File: src/rtl/olst_pkg.sv
// Shared codes and widths for the ordered list engine.
// Command and status codes, field widths. No dependencies.
`default_nettype none

package olst_pkg;

    // Field widths
    localparam int DATA_W = 32;
    localparam int OP_W   = 3;
    localparam int ST_W   = 2;

    // Command codes (carried in s_tuser)
    localparam logic [OP_W-1:0] OP_INS_HEAD   = 3'd0;
    localparam logic [OP_W-1:0] OP_INS_TAIL   = 3'd1;
    localparam logic [OP_W-1:0] OP_INS_ANCHOR = 3'd2;
    localparam logic [OP_W-1:0] OP_DEL_HEAD   = 3'd3;
    localparam logic [OP_W-1:0] OP_DEL_TAIL   = 3'd4;
    localparam logic [OP_W-1:0] OP_DEL_VALUE  = 3'd5;
    localparam logic [OP_W-1:0] OP_READ_OUT   = 3'd6;

    // Status codes (carried in m_tuser[1:0])
    localparam logic [ST_W-1:0] ST_DONE     = 2'd0;
    localparam logic [ST_W-1:0] ST_EMPTY    = 2'd1;
    localparam logic [ST_W-1:0] ST_NOTFOUND = 2'd2;
    localparam logic [ST_W-1:0] ST_FULL     = 2'd3;

endpackage

`default_nettype wire

File: src/rtl/olst_ram.sv
// Generic single-write, single-read RAM with registered read data.
// Standalone; no package dependencies.
`default_nettype none

module olst_ram #(
    parameter int WIDTH = 32,
    parameter int DEPTH = 16
) (
    input  logic                     clk,
    input  logic                     we,
    input  logic [$clog2(DEPTH)-1:0] waddr,
    input  logic [WIDTH-1:0]         wdata,
    input  logic [$clog2(DEPTH)-1:0] raddr,
    output logic [WIDTH-1:0]         rdata
);

    logic [WIDTH-1:0] mem_reg [DEPTH];
    logic [WIDTH-1:0] rdata_reg;

    // Write port and registered read port
    always_ff @(posedge clk)
    begin
        if (we)
        begin
            mem_reg[waddr] <= wdata;
        end
        rdata_reg <= mem_reg[raddr];
    end

    assign rdata = rdata_reg;

endmodule

`default_nettype wire

File: src/rtl/ordered_list_engine.sv
// Ordered list engine top level: command sequencer, shared compare/shift walk.
// Depends on olst_pkg and olst_ram.
//
// Usage:
//   Slave channel takes one command item: s_tuser = op, s_tdata = {anchor_value, value}.
//   Master channel returns result items: m_tdata = elem_value,
//   m_tuser = {list_empty, status}, m_tlast = last result of the command.
//   The list lives in a DEPTH x 32 RAM; one sequencer walks it with a single
//   comparator and one address pointer, one entry per cycle in search and shift walks.
//   s_tready is high only while the sequencer is idle; one command at a time.
//   Insert/delete at head or tail runs the RAM shift walk, one entry per cycle,
//   pipelined through the read register; the anchor/value commands add a search
//   ahead of it, and a search hit hands over straight to the shift walk. Read out
//   handles one element at a time: read issue, then registered read data, then
//   the result is handed over before the next read is issued.
//   Results pass through one output register, so the next command is accepted
//   while a status result still waits on m_tready; a stalled receiver holds the
//   sequencer only when it has a new result to hand over.
//   Reset clears the element count and control state; RAM contents are not
//   cleared, and only entries below the count are ever read.

`default_nettype none

module ordered_list_engine
    import olst_pkg::*;
#(
    parameter int DEPTH = 16
) (
    input  logic        clk,
    input  logic        rst_n,
    // Command items
    input  logic        s_tvalid,
    output logic        s_tready,
    input  logic [63:0] s_tdata,   // [31:0] value, [63:32] anchor_value
    input  logic [2:0]  s_tuser,   // [2:0] op
    // Result items
    output logic        m_tvalid,
    input  logic        m_tready,
    output logic [31:0] m_tdata,   // [31:0] elem_value
    output logic [2:0]  m_tuser,   // [1:0] status, [2] list_empty
    output logic        m_tlast
);

    localparam int AW = $clog2(DEPTH);
    localparam int CW = $clog2(DEPTH + 1);
    localparam logic [CW-1:0] FULL_CNT = CW'(DEPTH);

    typedef enum logic [2:0] {
        S_IDLE,
        S_SEARCH,
        S_SHIFT,
        S_EMIT,
        S_RD_ISSUE,
        S_RD_WAIT
    } state_t;

    state_t            state_reg,   state_next;
    logic [OP_W-1:0]   op_reg,      op_next;
    logic [DATA_W-1:0] value_reg,   value_next;
    logic [DATA_W-1:0] key_reg,     key_next;
    logic [CW-1:0]     count_reg,   count_next;
    logic [AW-1:0]     ptr_reg,     ptr_next;
    logic [CW-1:0]     rem_reg,     rem_next;
    logic [AW-1:0]     pos_reg,     pos_next;
    logic              rd_vld_reg,  rd_vld_next;
    logic [AW-1:0]     rd_addr_reg, rd_addr_next;
    logic [ST_W-1:0]   status_reg,  status_next;
    logic              m_valid_reg, m_valid_next;
    logic [DATA_W-1:0] m_data_reg,  m_data_next;
    logic [2:0]        m_user_reg,  m_user_next;
    logic              m_last_reg,  m_last_next;

    logic              ram_we;
    logic [AW-1:0]     ram_waddr;
    logic [DATA_W-1:0] ram_wdata;
    logic [DATA_W-1:0] ram_rdata;

    logic              out_free;
    logic              start_shift;
    logic [AW-1:0]     start_pos;
    logic [OP_W-1:0]   act_op;
    logic              ins;
    logic              is_full;
    logic              is_empty;
    logic              rd_last;

    olst_ram #(
        .WIDTH (DATA_W),
        .DEPTH (DEPTH)
    ) u_ram (
        .clk   (clk),
        .we    (ram_we),
        .waddr (ram_waddr),
        .wdata (ram_wdata),
        .raddr (ptr_reg),
        .rdata (ram_rdata)
    );

    assign s_tready = (state_reg == S_IDLE);
    assign out_free = !m_valid_reg || m_tready;
    assign is_full  = (count_reg == FULL_CNT);
    assign is_empty = (count_reg == '0);
    assign rd_last  = (CW'(ptr_reg) == count_reg - CW'(1));

    // Command in flight: the arriving one while idle, else the latched one
    assign act_op = (state_reg == S_IDLE) ? s_tuser : op_reg;
    assign ins    = (act_op == OP_INS_HEAD) || (act_op == OP_INS_TAIL)
                 || (act_op == OP_INS_ANCHOR);

    // Sequencer next-state logic
    always_comb
    begin
        state_next   = state_reg;
        op_next      = op_reg;
        value_next   = value_reg;
        key_next     = key_reg;
        count_next   = count_reg;
        ptr_next     = ptr_reg;
        rem_next     = rem_reg;
        pos_next     = pos_reg;
        rd_vld_next  = rd_vld_reg;
        rd_addr_next = rd_addr_reg;
        status_next  = status_reg;
        m_data_next  = m_data_reg;
        m_user_next  = m_user_reg;
        m_last_next  = m_last_reg;
        m_valid_next = m_valid_reg && !m_tready;
        ram_we       = 1'b0;
        ram_waddr    = rd_addr_reg;
        ram_wdata    = ram_rdata;
        start_shift  = 1'b0;
        start_pos    = '0;

        unique case (state_reg)
            S_IDLE:
            begin
                if (s_tvalid)
                begin
                    op_next    = s_tuser;
                    value_next = s_tdata[31:0];
                    key_next   = (s_tuser == OP_INS_ANCHOR) ? s_tdata[63:32] : s_tdata[31:0];
                    unique case (s_tuser)
                        OP_INS_HEAD, OP_INS_TAIL:
                        begin
                            if (is_full)
                            begin
                                status_next = ST_FULL;
                                state_next  = S_EMIT;
                            end
                            else
                            begin
                                start_shift = 1'b1;
                                start_pos   = (s_tuser == OP_INS_HEAD) ? '0
                                                                       : count_reg[AW-1:0];
                            end
                        end
                        OP_INS_ANCHOR, OP_DEL_VALUE:
                        begin
                            if (is_empty)
                            begin
                                status_next = ST_EMPTY;
                                state_next  = S_EMIT;
                            end
                            else
                            begin
                                ptr_next    = '0;
                                rem_next    = count_reg;
                                rd_vld_next = 1'b0;
                                state_next  = S_SEARCH;
                            end
                        end
                        OP_DEL_HEAD, OP_DEL_TAIL:
                        begin
                            if (is_empty)
                            begin
                                status_next = ST_EMPTY;
                                state_next  = S_EMIT;
                            end
                            else
                            begin
                                start_shift = 1'b1;
                                start_pos   = (s_tuser == OP_DEL_HEAD) ? '0
                                                                       : AW'(count_reg - CW'(1));
                            end
                        end
                        OP_READ_OUT:
                        begin
                            if (is_empty)
                            begin
                                status_next = ST_EMPTY;
                                state_next  = S_EMIT;
                            end
                            else
                            begin
                                ptr_next   = '0;
                                state_next = S_RD_ISSUE;
                            end
                        end
                        default:
                        begin
                            // Unused opcode: drop without a result
                            state_next = S_IDLE;
                        end
                    endcase
                end
            end

            S_SEARCH:
            begin
                // Issue the next read while entries remain
                if (rem_reg != '0)
                begin
                    rd_vld_next  = 1'b1;
                    rd_addr_next = ptr_reg;
                    ptr_next     = ptr_reg + AW'(1);
                    rem_next     = rem_reg - CW'(1);
                end
                else
                begin
                    rd_vld_next = 1'b0;
                end
                // Compare the entry read last cycle
                if (rd_vld_reg)
                begin
                    if (ram_rdata == key_reg)
                    begin
                        if (ins && is_full)
                        begin
                            status_next = ST_FULL;
                            rd_vld_next = 1'b0;
                            state_next  = S_EMIT;
                        end
                        else
                        begin
                            start_shift = 1'b1;
                            start_pos   = rd_addr_reg;
                        end
                    end
                    else if (CW'(rd_addr_reg) == count_reg - CW'(1))
                    begin
                        status_next = ST_NOTFOUND;
                        rd_vld_next = 1'b0;
                        state_next  = S_EMIT;
                    end
                end
            end

            S_SHIFT:
            begin
                // Read one entry per cycle, toward pos on insert, away from pos on delete
                if (rem_reg != '0)
                begin
                    rd_vld_next  = 1'b1;
                    rd_addr_next = ptr_reg;
                    ptr_next     = ins ? ptr_reg - AW'(1) : ptr_reg + AW'(1);
                    rem_next     = rem_reg - CW'(1);
                end
                else
                begin
                    rd_vld_next = 1'b0;
                end
                // Write it back one place over
                if (rd_vld_reg)
                begin
                    ram_we    = 1'b1;
                    ram_waddr = ins ? rd_addr_reg + AW'(1) : rd_addr_reg - AW'(1);
                    ram_wdata = ram_rdata;
                end
                // Walk drained: place the new value or drop one entry
                if ((rem_reg == '0) && !rd_vld_reg)
                begin
                    if (ins)
                    begin
                        ram_we     = 1'b1;
                        ram_waddr  = pos_reg;
                        ram_wdata  = value_reg;
                        count_next = count_reg + CW'(1);
                    end
                    else
                    begin
                        count_next = count_reg - CW'(1);
                    end
                    status_next = ST_DONE;
                    state_next  = S_EMIT;
                end
            end

            S_EMIT:
            begin
                if (out_free)
                begin
                    m_valid_next = 1'b1;
                    m_data_next  = '0;
                    m_user_next  = {(op_reg == OP_READ_OUT), status_reg};
                    m_last_next  = 1'b1;
                    state_next   = S_IDLE;
                end
            end

            S_RD_ISSUE:
            begin
                state_next = S_RD_WAIT;
            end

            S_RD_WAIT:
            begin
                if (out_free)
                begin
                    m_valid_next = 1'b1;
                    m_data_next  = ram_rdata;
                    m_user_next  = {1'b0, ST_DONE};
                    m_last_next  = rd_last;
                    if (rd_last)
                    begin
                        state_next = S_IDLE;
                    end
                    else
                    begin
                        ptr_next   = ptr_reg + AW'(1);
                        state_next = S_RD_ISSUE;
                    end
                end
            end

            default:
            begin
                state_next = S_IDLE;
            end
        endcase

        // Set up the shift walk around start_pos
        if (start_shift)
        begin
            state_next  = S_SHIFT;
            rd_vld_next = 1'b0;
            pos_next    = start_pos;
            if (ins)
            begin
                ptr_next = AW'(count_reg - CW'(1));
                rem_next = count_reg - CW'(start_pos);
            end
            else
            begin
                ptr_next = start_pos + AW'(1);
                rem_next = count_reg - CW'(start_pos) - CW'(1);
            end
        end
    end

    // State and registered outputs
    always_ff @(posedge clk or negedge rst_n)
    begin
        if (!rst_n)
        begin
            state_reg   <= S_IDLE;
            op_reg      <= '0;
            value_reg   <= '0;
            key_reg     <= '0;
            count_reg   <= '0;
            ptr_reg     <= '0;
            rem_reg     <= '0;
            pos_reg     <= '0;
            rd_vld_reg  <= 1'b0;
            rd_addr_reg <= '0;
            status_reg  <= ST_DONE;
            m_valid_reg <= 1'b0;
            m_data_reg  <= '0;
            m_user_reg  <= '0;
            m_last_reg  <= 1'b0;
        end
        else
        begin
            state_reg   <= state_next;
            op_reg      <= op_next;
            value_reg   <= value_next;
            key_reg     <= key_next;
            count_reg   <= count_next;
            ptr_reg     <= ptr_next;
            rem_reg     <= rem_next;
            pos_reg     <= pos_next;
            rd_vld_reg  <= rd_vld_next;
            rd_addr_reg <= rd_addr_next;
            status_reg  <= status_next;
            m_valid_reg <= m_valid_next;
            m_data_reg  <= m_data_next;
            m_user_reg  <= m_user_next;
            m_last_reg  <= m_last_next;
        end
    end

    assign m_tvalid = m_valid_reg;
    assign m_tdata  = m_data_reg;
    assign m_tuser  = m_user_reg;
    assign m_tlast  = m_last_reg;

    // Element count never exceeds capacity
    a_count_bound: assert property (@(posedge clk) disable iff (!rst_n)
        count_reg <= FULL_CNT)
        else $error("element count above capacity");

    // Empty read-out result is a single, zero, final item
    a_empty_result: assert property (@(posedge clk) disable iff (!rst_n)
        (m_valid_reg && m_user_reg[2]) |->
            (m_last_reg && (m_user_reg[1:0] == ST_EMPTY) && (m_data_reg == '0)))
        else $error("malformed empty read-out result");

    // A pending status result waits while the output is blocked
    a_emit_hold: assert property (@(posedge clk) disable iff (!rst_n)
        ((state_reg == S_EMIT) && m_valid_reg && !m_tready) |=> (state_reg == S_EMIT))
        else $error("status result dropped under back-pressure");

    // The list store is only written during a shift walk
    a_write_in_shift: assert property (@(posedge clk) disable iff (!rst_n)
        ram_we |-> (state_reg == S_SHIFT))
        else $error("list store written outside shift walk");

endmodule

`default_nettype wire
File: config.mk
export PLATFORM = sky130hd
export DESIGN_NAME = ordered_list_engine
export DESIGN_NICKNAME = d
export VERILOG_FILES = /design/src/rtl/olst_pkg.sv /design/src/rtl/olst_ram.sv /design/src/rtl/ordered_list_engine.sv
export SDC_FILE = /design/constraint.sdc
export NUM_CORES = 1
export LEC_CHECK = 0
export BUFFER_PORTS_ARGS = -buffer_cell sky130_fd_sc_hd__clkbuf_2
export CORE_MARGIN = 2
export CORE_UTILIZATION = 41
export CTS_CLUSTER_DIAMETER = 30
export DETAILED_ROUTE_END_ITERATION = 6
export PLACE_DENSITY = 0.54
export SYNTH_ARGS = -nofsm -noshare
export SYNTH_HDL_FRONTEND = slang
export SYNTH_SLANG_ARGS = --single-unit
File: constraint.sdc
create_clock -name clk -period 7.22 [get_ports clk]
set_input_delay 0.722 -clock clk [delete_from_list [all_inputs] [get_ports clk]]
set_output_delay 0.722 -clock clk [all_outputs]
set_load 0.005 [all_outputs]
Word-level counts from Yosys, hierarchy flattened --
Memories as Yosys holds them, arrays and structs flattened. A register that Yosys moved wholly into a read port is not among the register bits. Index checks and enable logic that the tools add are counted.
Operators by class: add/subtract/negate cells 10, $mul 0, div/mod/pow operators 0, order comparisons 0, eq/ne operators 44, shift-type cells 0, multiplexer cells 99, bitwise operators 0, reductions and logical operators 36
Operator list (count):
- 2-to-1 mux 32 bit | 6
- 2-to-1 mux 4 bit | 23
- one-hot mux 32 bit (2 select lines) | 1
- 2-to-1 mux 3 bit | 15
- 2-to-1 mux 5 bit | 7
- != test 3 bit, second input constant | 11
- == test 32 bit | 1
- 2-to-1 mux 1 bit | 25
- == test 3 bit, second input constant | 6
- 2-to-1 mux 2 bit | 9
- one-hot mux 3 bit (6 select lines) | 1
- AND reduction 9 bit | 2
- != test 4 bit, second input constant | 4
- one-hot mux 4 bit (2 select lines) | 2
- one-hot mux 4 bit (4 select lines) | 1
- == test 3 x 2 -> 1 bit, second input constant | 5
- subtractor 5 x 1 -> 5 bit, second input constant | 3
- adder 4 x 1 -> 4 bit, second input constant | 3
- != test 3 x 2 -> 1 bit, second input constant | 4
- one-hot mux 3 bit (4 select lines) | 1
- == test 4 x 5 -> 1 bit | 2
- logical NOT 5 bit | 2
- != test 2 bit, second input constant | 5
- one-hot mux 5 bit (2 select lines) | 1
- 27 further kinds | 49
Storage, ports and cells: register bits after elaboration 132, latch bits 0, RAM bits 512, memory bits (read-only) 0, bits of input ports 71, logic and storage cells 205, memories kept 1
Memory list:
- u_ram.mem_reg | words 16, width 32, read ports 1, clocked after Yosys merged registers in 1, write ports 1, line olst_ram.sv:17 | logic [WIDTH-1:0] mem_reg [DEPTH];

Depth between registers and ports, before layout --
word-level depth 14, mapped depth 18, mapped depth without buffers 17

Cells and area by module --
A second synthesis with hierarchy kept.
Unflattened totals: cell total of the unflattened synthesis 1651, area, all modules 27386.3 um2
By module, submodules not included:
- olst_ram | times used 1, cells an instance 838, area each 19835.3 um2
- ordered_list_engine | times used 1, cells an instance 813, area each 7551.0 um2

Worst setup path before layout --
OpenSTA, ideal clock, no wires.
kind register to register, from register state_reg[1], to memory u_ram.mem_reg[15][0] (enable), library setup time 0.468 ns, arrival time 5.176 ns, required time 6.752 ns, path slack 1.576 ns, cell stages (with the launch flop) 14, period minus slack after synthesis 5.644 ns, path through dfrtp_1 buf_4 nor3_4 mux2_4 inv_2 clkbuf_1 ha_1 a21o_1 a21oi_1 xnor2_1 nand2_1 a21oi_1 a2bb2oi_1 nor3b_1
Between the ends: word-level cells in the longest chain between the ends 10, elaborated cells on any way between the ends 18, classes of those cells eq/ne: 3; mux: 11; reduce/logical: 4
Ends and longest elaborated chain:
- start, declared | line ordered_list_engine.sv:57 | state_t state_reg, state_next;
- start signal, assigned | line ordered_list_engine.sv:373 | state_reg <= state_next;
- logical NOT 3 bit *
- via s_tready | line ordered_list_engine.sv:33 | output logic s_tready,
- 2-to-1 mux 3 bit * | line ordered_list_engine.sv:106 | assign act_op = (state_reg == S_IDLE) ? s_tuser : op_reg;
- == test 3 x 1 -> 1 bit / logical NOT 3 bit (equally long branches) | line ordered_list_engine.sv:107 | assign ins = (act_op == OP_INS_HEAD) || (act_op == OP_INS_TAIL)
- logical OR 1 bit | line ordered_list_engine.sv:107
- logical OR 1 bit * | line ordered_list_engine.sv:108 | || (act_op == OP_INS_ANCHOR);
- 2-to-1 mux 4 bit / 2-to-1 mux 1 bit (equally long branches) | line ordered_list_engine.sv:266, ordered_list_engine.sv:272
- 2-to-1 mux 4 bit / 2-to-1 mux 1 bit (equally long branches) | line ordered_list_engine.sv:263, ordered_list_engine.sv:270
- 2-to-1 mux 4 bit / 2-to-1 mux 1 bit (equally long branches) | line ordered_list_engine.sv:272, ordered_list_engine.sv:134
- 2-to-1 mux 4 bit / 2-to-1 mux 1 bit (equally long branches) | line ordered_list_engine.sv:270, olst_ram.sv:23
- 2-to-1 mux 4 bit / 2-to-1 mux 1 bit (equally long branches) | line ordered_list_engine.sv:134, olst_ram.sv:25
- end, declared | line olst_ram.sv:17
Mark *: on every way through the listed nets, which the timed path passes. The rest lies on a longest branch.

Worst setup path after layout --
from register state_reg[0], to memory u_ram.mem_reg[2][28] (enable)
Between the ends: word-level cells in the longest chain between the ends 10, elaborated cells on any way between the ends 18, classes of those cells eq/ne: 3; mux: 11; reduce/logical: 4
Ends and longest elaborated chain (line):
- logical NOT 3 bit | ordered_list_engine.sv:106
- 2-to-1 mux 3 bit | ordered_list_engine.sv:106
- == test 3 x 1 -> 1 bit / logical NOT 3 bit (equally long branches) | ordered_list_engine.sv:107
- logical OR 1 bit | ordered_list_engine.sv:107
- logical OR 1 bit | ordered_list_engine.sv:108
- 2-to-1 mux 4 bit / 2-to-1 mux 1 bit (equally long branches) | ordered_list_engine.sv:266, ordered_list_engine.sv:272
- 2-to-1 mux 4 bit / 2-to-1 mux 1 bit (equally long branches) | ordered_list_engine.sv:263, ordered_list_engine.sv:270
- 2-to-1 mux 4 bit / 2-to-1 mux 1 bit (equally long branches) | ordered_list_engine.sv:272, ordered_list_engine.sv:134
- 2-to-1 mux 4 bit / 2-to-1 mux 1 bit (equally long branches) | ordered_list_engine.sv:270, olst_ram.sv:23
- 2-to-1 mux 4 bit / 2-to-1 mux 1 bit (equally long branches) | ordered_list_engine.sv:134, olst_ram.sv:25
Several ways; a longest one is shown, not always the timed one.

==> run metrics <==
largest net degree at the start of global routing 122; Top Metal Used met4; FF+latch count, synth 676; # diodes 0; Final ANT Viol Nets 0; met2 wire length 35180 um; register area share after synthesis 0.6920; final-report hold violation count 0; outcome finished clean; R2R Setup Slk between 2000 and 2500 ps; Setup Skew 28.41 ps; Die Wd between 200 and 300 um; Peak Freq 202.5 MHz; post_cts resized 0; routed wire length 75830 um; post-layout minimum cycle time 4938 ps; clk buf depth 3; worst min-delay path class in -> async; fin nets 2190; H-tree levels 4; post-synthesis cell count a little under 2k; Finish-stage setup viols 0; Post-Synth XOR/XNOR Area 0.01694; share of post-route cells with drive strength above 1 0.2133; count leader, synth edfxtp_1; routability congestion estimate between 0.9 and 1; top-area cell type share of the netlist area 0.5507; Rel. slew slack 0.2354; unrepaired setup endpoints after global routing false; Syn Area/Cell approximately 14 um2; PwrDens 418.5 mW/mm2; R2R Path End u_ram.mem_reg[2][28]; setup bufs post-CTS 0; Worst Path Max Fanout 23; Synth cell types 73; routed vias 17.02k; Compound-Gate Fraction of Synth Area 0.07113; synth cell count leaders edfxtp_1 (512), nand2_1 (357), mux2i_1 (164); Post-CTS Hold Buffers 0; initial DRC count 1572; Logic pwr share 0.201; Crit Path Class reg -> reg; TNS Setup 0 ps; count of yosys warnings during synthesis 0; vias per cell 5.505; Post-Synth Adder-Cell Area 0.007709; CP arrival 5320 ps; reg2reg start state_reg[0]; Leak 12.61 nW; CTS Sinks 676; Clk pwr share 0.439; Post-Route M1 WL 34670 um; CP endpoint kind flop; Async S/R FF share, synth 0.1953; Multi-input gate area 0.008272 mm2; Worst VDD drop 0.3294 mV; Die Ht between 200 and 300 um; Post-synth EDFFs 512; DP Cell Count approximately 2.8k; Psw 0.004288 W; mux cell area share after synthesis 0.1150; Clock Latency Late Sink around 710 ps; Worst-Margin Slew ~1100 ps; IO Count 109; IO Port Bufs 108; TritonCTS clock tree yes; Root Driver clkbuf_16; Filler cells roughly 5.6k; register area 0.01933 mm2; post-synth top area cell edfxtp_1; Post-synth top flop edfxtp_1; DRC errors left 0; Flop pwr share 0.359; WL per Instance 24.53 um; Final Non-Filler Cells 3091; core area 0.06728 mm2; Post-Synth Simple-Gate Area 0.07964; met3 WL 3976 um; ranking of synthesized cells by area edfxtp_1 (55%), dfrtp_1 (12%), mux2i_1 (5.9%); vias in the first global route 17.38k; initial antenna violation count 0; crit start category flop; Max-Cap Viols 0; grt ovf 0; largest family of logic cells by synthesized area multiplexers; clock-pin transition on the worst setup and hold timing paths 50 ps; Area Growth Syn to Fin 22.73%; Post-DP HPWL between 40000 and 50000 um; synthesized cell area 0.02792 mm2; starting density of the core 0.4150; Slew Viols, Final 0; total global-route track usage 0.2196; syn_nets 2014; DIE AREA ~0.07 mm2; Largest register FFs 512; R2R depth 13; switching share of power 0.2991; first-pass GRT wire length 113300 um; drt first pass iters 5; CTS Buf Count 138; Critical Path RT 7600 ps; fin crit share 0.6840; FP Rows 95; Pint 0.01005 W
-- worst max-delay path, stage by stage (launching register included) --
cell,delay [ps]
dfrtp_1,620
nor3_4,460
mux2_4,420
inv_2,280
ha_1,300
a21o_1,150
a21oi_1,170
xnor2_1,160
nand3_1,100
o21ai_0,100
a2bb2oi_1,150
nand2b_1,390
nor2_4,930
buf_4,360
-- through the flow --
step           setup slack [ps]  power, W    util  hold slack [ps]  cell area (um2)
2_1_floorplan              1576  0.006939       -            426.4            27920
3_3_place_gp               2386  0.008090  0.4394            457.0            29560
3_5_place_dp               2341  0.008119  0.4394            462.6            29560
4_1_cts                    2302   0.01447  0.5093            25.27            34260
5_1_grt                    2020   0.01494  0.5093            53.19            34260
6_report                   2282   0.01434  0.5093            20.26            34260
-- cell type report --
type                       instances  share of cell area
inverter                          19            0.002082
clock buffer                     164              0.1058
tap                              873             0.03188
multi-input combinational       1128              0.2414
timing repair buffer             140             0.02334
clock inverter                    91             0.03141
sequential                       676              0.5641
-- metal layers --
| metal | vias up | GRT usage |
|---|---|---|
| li1 | 7667 | - |
| met1 | 8685 | 0.3085 |
| met2 | 544 | 0.3400 |
| met3 | 119 | 0.04468 |
| met4 | 0 | 0.07940 |
| met5 | - | 0 |
-- worst max path at each step --
| stage | from | endpoint | slack (ps) | cells after the start |
|---|---|---|---|---|
| after global routing | state_reg[0] | u_ram.mem_reg[8][16] | 2020 | 13 |
| after floorplan | state_reg[1] | u_ram.mem_reg[15][0] | 1580 | 13 |
| after CTS | state_reg[0] | u_ram.mem_reg[3][25] | 2300 | 13 |
| final | state_reg[0] | u_ram.mem_reg[2][28] | 2280 | 13 |
| after global placement | state_reg[0] | u_ram.mem_reg[2][23] | 2390 | 13 |
| after detailed placement | state_reg[1] | u_ram.mem_reg[7][7] | 2340 | 13 |
-- logic make-up (layout without fill, tap and decap cells) --
logic type,after synthesis,in the layout
buffers and inverters,123,414
and+or+nand+nor,518,518
muxes,238,238
DFF,676,676
xor gates and xnor gates,54,54
adders and majority gates,16,16
AOI/OAI and AO/OA,302,302
-- layout by cell type (no fill, tap or decap), types with 34 or more instances in the layout --
| cell type | synthesis | final |
|---|---|---|
| a21oi_1 | 62 | 62 |
| a221oi_1 | 34 | 34 |
| a22oi_1 | 35 | 35 |
| clkbuf_16 | 0 | 141 |
| clkbuf_2 | 0 | 107 |
| dfrtp_1 | 132 | 128 |
| edfxtp_1 | 512 | 512 |
| mux2i_1 | 164 | 164 |
| mux4_2 | 64 | 64 |
| nand2_1 | 357 | 355 |
| nor2_1 | 71 | 54 |
| o21ai_0 | 92 | 92 |
| xor2_1 | 41 | 41 |
-- power by group through the flow --
stage	combinational (W)	sequential [W]	clock [W]
after floorplan	0.00190	0.00504	0
after global placement	0.00288	0.00521	0
after detailed placement	0.00291	0.00521	0
after CTS	0.00292	0.00515	0.00640
after global routing	0.00315	0.00518	0.00661
final	0.00289	0.00515	0.00630
Note: power is estimated with default switching activity, not from simulation.
